==> src/pixel_heat_smooth_colorize_assert.svh <==
// assertion macros shared by the pixel heat smoothing and colorizing block
// no dependencies; included by the modules that carry assertions
`ifndef PIXEL_HEAT_SMOOTH_COLORIZE_ASSERT_SVH
`define PIXEL_HEAT_SMOOTH_COLORIZE_ASSERT_SVH
`ifndef NO_ASSERTIONS
`define PHSC_ASSERT(lbl, clk, rst_n, prop) \
  lbl: assert property (@(posedge clk) disable iff (!rst_n) prop) \
    else $error("assertion failed");
`define PHSC_ASSERT_NEXT(lbl, clk, rst_n, ante, cons) \
  lbl: assert property (@(posedge clk) disable iff (!rst_n) (ante) |=> (cons)) \
    else $error("assertion failed");
`else
`define PHSC_ASSERT(lbl, clk, rst_n, prop)
`define PHSC_ASSERT_NEXT(lbl, clk, rst_n, ante, cons)
`endif
`endif

==> src/phsc_pkg.sv <==
// package for the pixel heat smoothing and colorizing block
// types, constants and arithmetic helpers; no dependencies
`timescale 1ns / 1ps

package phsc_pkg;

  localparam int PIXELS = 1024;
  localparam int LVL_AW = (PIXELS > 1) ? $clog2(PIXELS) : 1;
  localparam int IDX_W  = 10;
  localparam int LVL_W  = 8;
  localparam int APB_AW = 5;
  localparam int APB_DW = 32;

  localparam logic [2:0] REG_KEEP_WEIGHT = 3'd0;
  localparam logic [2:0] REG_MAX_RISE    = 3'd1;
  localparam logic [2:0] REG_MAX_FALL    = 3'd2;
  localparam logic [2:0] REG_BG_HEAT     = 3'd3;
  localparam logic [2:0] REG_WHITE_HOT   = 3'd4;
  localparam logic [2:0] REG_BASE_COLOR  = 3'd5;
  localparam logic [2:0] REG_NIGHT_MODE  = 3'd6;
  localparam logic [2:0] REG_BRIGHTNESS  = 3'd7;

  localparam logic [7:0]  RST_KEEP_WEIGHT = 8'd172;
  localparam logic [5:0]  RST_MAX_RISE    = 6'd26;
  localparam logic [5:0]  RST_MAX_FALL    = 6'd22;
  localparam logic [6:0]  RST_BG_HEAT     = 7'd10;
  localparam logic [6:0]  RST_WHITE_HOT   = 7'd20;
  localparam logic [23:0] RST_BASE_COLOR  = 24'hFF4D00;
  localparam logic        RST_NIGHT_MODE  = 1'b0;
  localparam logic [7:0]  RST_BRIGHTNESS  = 8'd255;

  localparam logic [7:0]  FULL_SCALE  = 8'd255;
  localparam logic [1:0]  NIGHT_GAIN  = 2'd3;
  localparam logic [7:0]  NIGHT_FLOOR = 8'd16;
  localparam logic [7:0]  CAP_MIN     = 8'd20;
  localparam logic [7:0]  CAP_MAX     = 8'd60;
  // products at or above this value give a quotient by 255 of at least 256
  localparam logic [16:0] DIV_SAT     = 17'd65280;

  typedef struct packed {
    logic [7:0]  keep_weight;
    logic [5:0]  max_rise_step;
    logic [5:0]  max_fall_step;
    logic [6:0]  background_heat;
    logic [6:0]  white_hot_amount;
    logic [23:0] base_color;
    logic        night_mode;
    logic [7:0]  brightness;
  } cfg_t;

  typedef struct packed {
    logic              en;
    logic [LVL_AW-1:0] addr;
  } lvl_rd_t;

  typedef struct packed {
    logic              en;
    logic [LVL_AW-1:0] addr;
    logic [LVL_W-1:0]  data;
  } lvl_wr_t;

  typedef struct packed {
    logic             valid;
    logic [IDX_W-1:0] idx;
    logic [LVL_W-1:0] level;
    logic [7:0]       flick;
  } pix_t;

  // floor(x / 255), exact for x below 65280
  function automatic logic [7:0] div255(logic [15:0] x);
    logic [16:0] s;
    s = 17'(x) + 17'd1 + 17'(x[15:8]);
    return s[15:8];
  endfunction

endpackage

==> src/phsc_color.sv <==
// colorize pipeline: flicker, night or brightness scaling, white-hot add,
// per-channel scaling and night cap, output register; uses phsc_pkg
`timescale 1ns / 1ps

module phsc_color (
  input  logic                       clk_i,
  input  logic                       rst_ni,
  input  phsc_pkg::cfg_t             cfg_i,
  input  logic                       adv_i,
  input  phsc_pkg::pix_t             pix_i,
  output logic                       out_valid_o,
  output logic [phsc_pkg::IDX_W-1:0] out_index_o,
  output logic [7:0]                 out_red_o,
  output logic [7:0]                 out_green_o,
  output logic [7:0]                 out_blue_o
);

  localparam int NST = 6;

  logic [NST-1:0]                    vpipe_q;
  logic                              out_valid_q;
  logic [NST-1:0][phsc_pkg::IDX_W-1:0] idx_q;
  logic [phsc_pkg::IDX_W-1:0]        out_idx_q;

  logic [7:0]        level2_q, flick2_q;
  logic [7:0]        lv3_q;
  logic [7:0]        lv4_q;
  logic [7:0]        lv5_q, w5_q;
  logic [2:0][16:0]  prod6_q;
  logic [2:0][7:0]   c7_q;
  logic [2:0][7:0]   rgb_q;

  logic [7:0]        lv1_d;
  logic [9:0]        boost;
  logic [7:0]        night_lv;
  logic [7:0]        lv4_d;
  logic [7:0]        w5_d;
  logic [2:0][7:0]   base_ch;
  logic [2:0][16:0]  prod6_d;
  logic [2:0][7:0]   c7_d;
  logic [8:0]        cap_p1;
  logic [2:0][7:0]   rgb_d;

  function automatic logic [7:0] scale8(logic [7:0] a, logic [7:0] b);
    logic [16:0] p;
    p = 17'(a) * 17'({1'b0, b} + 9'd1);
    return p[15:8];
  endfunction

  assign base_ch[0] = cfg_i.base_color[23:16];
  assign base_ch[1] = cfg_i.base_color[15:8];
  assign base_ch[2] = cfg_i.base_color[7:0];

  always_comb begin
    lv1_d = scale8(level2_q, flick2_q);

    boost    = 10'(lv3_q) * 10'(phsc_pkg::NIGHT_GAIN);
    night_lv = (boost > 10'(phsc_pkg::FULL_SCALE)) ? phsc_pkg::FULL_SCALE : boost[7:0];
    if (night_lv != 8'd0 && night_lv < phsc_pkg::NIGHT_FLOOR) begin
      night_lv = phsc_pkg::NIGHT_FLOOR;
    end
    lv4_d = cfg_i.night_mode ? night_lv : scale8(lv3_q, cfg_i.brightness);

    w5_d = scale8(lv4_q, 8'(cfg_i.white_hot_amount));

    cap_p1 = (cfg_i.brightness >= phsc_pkg::CAP_MAX - phsc_pkg::CAP_MIN)
             ? 9'(phsc_pkg::CAP_MAX) + 9'd1
             : 9'(cfg_i.brightness) + 9'(phsc_pkg::CAP_MIN) + 9'd1;

    for (int k = 0; k < 3; k++) begin
      prod6_d[k] = (17'(base_ch[k]) + 17'(w5_q)) * 17'(lv5_q);
      c7_d[k]    = (prod6_q[k] >= phsc_pkg::DIV_SAT) ? phsc_pkg::FULL_SCALE
                                                     : phsc_pkg::div255(prod6_q[k][15:0]);
      rgb_d[k]   = cfg_i.night_mode ? 8'((17'(c7_q[k]) * 17'(cap_p1)) >> 8) : c7_q[k];
    end
  end

  always_ff @(posedge clk_i or negedge rst_ni) begin
    if (!rst_ni) begin
      vpipe_q     <= '0;
      out_valid_q <= 1'b0;
    end else if (adv_i) begin
      vpipe_q     <= {vpipe_q[NST-2:0], pix_i.valid};
      out_valid_q <= vpipe_q[NST-1];
    end
  end

  always_ff @(posedge clk_i) begin
    if (adv_i) begin
      idx_q     <= {idx_q[NST-2:0], pix_i.idx};
      out_idx_q <= idx_q[NST-1];
      level2_q  <= pix_i.level;
      flick2_q  <= pix_i.flick;
      lv3_q     <= lv1_d;
      lv4_q     <= lv4_d;
      lv5_q     <= lv4_q;
      w5_q      <= w5_d;
      prod6_q   <= prod6_d;
      c7_q      <= c7_d;
      rgb_q     <= rgb_d;
    end
  end

  assign out_valid_o = out_valid_q;
  assign out_index_o = out_idx_q;
  assign out_red_o   = rgb_q[0];
  assign out_green_o = rgb_q[1];
  assign out_blue_o  = rgb_q[2];

endmodule

==> config.mk <==
export PLATFORM = sky130hd
export DESIGN_NAME = phsc_color
export DESIGN_NICKNAME = d
export VERILOG_FILES = /design/src/pixel_heat_smooth_colorize_assert.svh /design/src/phsc_pkg.sv /design/src/phsc_color.sv
export SDC_FILE = /design/constraint.sdc
export NUM_CORES = 1
export LEC_CHECK = 0
export BUFFER_PORTS_ARGS = -buffer_cell sky130_fd_sc_hd__buf_4
export CAP_MARGIN = 20
export CORE_MARGIN = 5
export CORE_UTILIZATION = 42
export DETAILED_ROUTE_END_ITERATION = 10
export GPL_TIMING_DRIVEN = 0
export HOLD_SLACK_MARGIN = 0.15
export PLACE_DENSITY = 0.69
export SETUP_SLACK_MARGIN = 0.15
export SKIP_LAST_GASP = 1
export SLEW_MARGIN = 40
export SYNTH_ARGS = -nofsm -noshare
export SYNTH_HDL_FRONTEND = slang
export SYNTH_SLANG_ARGS = --single-unit
export TNS_END_PERCENT = 20
==> constraint.sdc <==
create_clock -name clk_i -period 6.5 [get_ports clk_i]
set_input_delay 0 -clock clk_i [delete_from_list [all_inputs] [get_ports clk_i]]
set_output_delay 0 -clock clk_i [all_outputs]
set_load 0.1 [all_outputs]
==> results.md <==
- Status: completed
- Synthesized area: 0.0284 mm2
- Relative slew slack: 42.3%
- Leading area contributor after synthesis: fa_1
- Largest net degree at the start of global routing: between 70 and 80
- Post-route minimum period: ~6.2 ns
- Post-Synth Adder-Cell Area: a little over two fifths
- Fill cell instance count of the final layout: approximately 6.1k
- Syn. warnings: 0
- Final ANT Viol Nets: 0
- First-pass GRT wire length: 102 mm
- Compound-Gate Fraction of Synth Area: under 10%
- Main combinational cell family by area after synthesis: adder cells
- CTS tree: done
- FF+latch area: ~0.0067 mm2
- Starting Density: about 42%
- Worst hold path depth: 3
- CP Class: flip-flop to flip-flop
- Hold WS: ~0.21 ns
- Largest cells by area after synthesis: fa_1 26%, edfxtp_1 23%, ha_1 16%
- Row count: 95
- CTS max path bufs: 3
- Non-Filler Instances: between 3k and 4k
- Syn Inst Count: 2,783
- Fraction of registers with async set or reset after synthesis: ~3.1%
- Final Max Slew Viols: 0
- Root Driver: clkbuf_16
- Most common cell after layout, fill and taps aside: inv_1
- Critical Path End Type: flip-flop
- Seq cells post-synth: 224
- Core Region: 0.0672 mm2
- Mux contribution to synthesized area: 0.603%
- Synth cell types: between 70 and 80
- Clock Latency Late Sink: around 0.6 ns
- EDFF count, synth: between 200 and 250
- Fin Clk Skew: approximately 0.019 ns
- Placed instance count: 3,828
- Post-Synth XOR/XNOR Area: approximately 4%
- Grt total ovfl: 0
- Initial antenna violation count: 0
- R2r setup slk: between 0.2 and 0.3 ns
- Final setup violation count: 0
- Hold EP: vpipe_q[0]
- Layout cell share with drive strength beyond 1: 7.24%
- Synth Flop Type: edfxtp_1
- Number of global-route vias before repair: 20.3k
- Simple-Gate Fraction of Synth Area: ~16%
- Die Ht: 270 um
- Area grow syn2layout: 13.8%
- DRT iter0 DRCs: 923
- GPL Wtd Cong: between 0.8 and 0.9
- Most frequent cells in the layout: 502 x inv_1, 365 x fa_1, 363 x ha_1, 281 x and2_1, 217 x edfxtp_1
- Max-Cap Viols: 0
- Vias/cell: 4.98
- Worst-path clk slew: 0.06 ns
- Min-Delay Path Class: primary input to flip-flop
- Sequential area share after synthesis: 23.5%
- 1st-pass router iterations: 5
- Critical path's most frequent cell: fa_1
- Startpoint Class: flip-flop
- Synth Area per Inst: between 10 and 15 um2
- Clock Sinks: around 220
- Gr usage total: 16.7%
- Antenna fix cells: 0
- FF-to-FF End: prod6_q[49]
- CP Max Fanout: 8
- Reg-to-Reg Start: w5_q[0]
- Routed WL: between 60 and 70 mm
- CP peak stage delay: 0.56 ns
- CTS Buf Count: 29
- Full die area: between 0.07 and 0.08 mm2
- Wire per inst: 15.2 um
- Hold Fails Final Rpt: 0
- RSZ-0062 raised after global routing: true
- Chip width: ~270 um
- Max Clk Rate: approximately 160 MHz
- Setup TNS: 0 ns
- Htree depth: 1
- Number of I/O pins: 132
- Nets: 3,882
- Worst hold start: pix_i[26]
- Worst Path Required: just under 7 ns
- DRC errors left: 0
- IO buf count: between 100 and 150
- WP data arrival: between 6 and 7 ns
- Synth top area share: 25.7%
- DP HPWL: roughly 47 mm
- Area of the multi-input gates: 0.0200 mm2
- Finished Core Util: between 40% and 50%
- Reg2Reg Depth: 20
- Crit share post-route: 95.7%
- Worst path cell trace: buf_4 -> ha_1 -> fa_1 -> a21o_1 -> a21oi_2 -> o21bai_1 -> a21oi_2 -> xnor2_2 -> and2_1 -> fa_1 -> fa_1 -> fa_1 -> fa_1 -> ha_1 -> or2_2 -> a21oi_1 -> a21oi_1 -> a41o_1 -> o41a_1 -> xor2_1
- Slowest cell on the critical path: fa_1
- Worst Tran Pin Value: around 0.86 ns
- DR vias: roughly 20k
cell usage after synthesis (14+ instances only):
| master | instances |
|---|---|
| a211oi_1 | 22 |
| clkbuf_1 | 49 |
| ha_1 | 363 |
| nor3_1 | 28 |
| nand3_1 | 45 |
| a21o_1 | 17 |
| mux2_2 | 14 |
| o21ai_0 | 75 |
| edfxtp_1 | 217 |
| a21oi_1 | 68 |
| inv_1 | 502 |
| and2_1 | 281 |
| xnor2_1 | 97 |
| nor2b_1 | 86 |
| and3_1 | 38 |
| xor2_1 | 36 |
| a21boi_0 | 18 |
| nand2_1 | 214 |
| fa_1 | 365 |
| o21a_1 | 17 |
| nor2_1 | 79 |
how the worst max path moves through the flow:
| stage | start | end | slack, ns | cells after the start |
|---|---|---|---|---|
| 3_3_place_gp | cfg_i[0] | out_green_o[4] | -0.29 | 20 |
| 6_report | w5_q[0] | prod6_q[49] | 0.28 | 20 |
| 5_1_grt | w5_q[1] | prod6_q[15] | 0.007 | 20 |
| 4_1_cts | w5_q[1] | prod6_q[32] | 0.14 | 20 |
| 3_5_place_dp | cfg_i[0] | out_green_o[4] | -0.32 | 20 |
| 2_1_floorplan | w5_q[0] | prod6_q[50] | 0.74 | 21 |
metrics by stage:
stage               area (um2)  setup slack (ns)
global placement         30500            -0.294
global route             32400           0.00696
detailed placement       30600            -0.319
CTS                      32200             0.142
finish                   32400             0.279
floorplan                28700             0.743
layer usage:
layer,GRT usage (%),up-vias,share of wire [%]
met3,1.66,72,3.9
met4,3.68,0,2.1
met1,22.6,9777,45
met5,0,-,0
met2,29.4,303,49
li1,-,9525,-
worst max-delay path, delay by kind of cell, from the launching register on:
kind / cells / cell delay, ns
adders and majority gates: 7 / 2.92
AOI/OAI and AO/OA: 8 / 1.51
and+or+nand+nor: 2 / 0.53
xor gates and xnor gates: 2 / 0.44
DFF: 1 / 0.43
buffers and inverters: 1 / 0.18
repair_timing:
action,in CTS,in global routing
buffers inserted,0,11
gates resized for setup,1,20
hold endpoints to repair,110,0
hold buffers,60,0
pin swaps,0,3
endpoints found under the setup margin,2,19
registers in the layout, indices dropped and copies added (netlist names):
| register | cells |
|---|---|
| level2_q | 8 |
| flick2_q | 8 |
| lv3_q | 8 |
| idx_q | 60 |
| out_valid_o | 1 |
| c7_q | 24 |
| w5_q | 8 |
| prod6_q | 51 |
| lv4_q | 8 |
| lv5_q | 8 |
| out_blue_o | 8 |
| out_index_o | 10 |
| out_green_o | 8 |
| vpipe_q | 6 |
| out_red_o | 8 |
logic make-up (layout without fill, tap and decap cells):
kind of cell / count (synthesis) / after routing
xor+xnor: 133 / 133
simple gates: 828 / 828
mux: 15 / 15
other cells: 2 / 69
flops: 224 / 224
compound gates: 301 / 301
fa+ha+maj: 728 / 728
buf+inv: 552 / 782
final cells by class:
class	instances	area share, %
plain buffers	50	0.588
clock buffers	38	2.47
clock inverters	16	0.479
inverters	502	5.82
multi-input cells	2074	61.8
flip-flops and latches	224	20.7
well taps	873	3.38
repair buffers	176	4.73
Power is not shown: default switching activity piles up to over one toggle a cycle in this logic, so the estimate is an artifact.
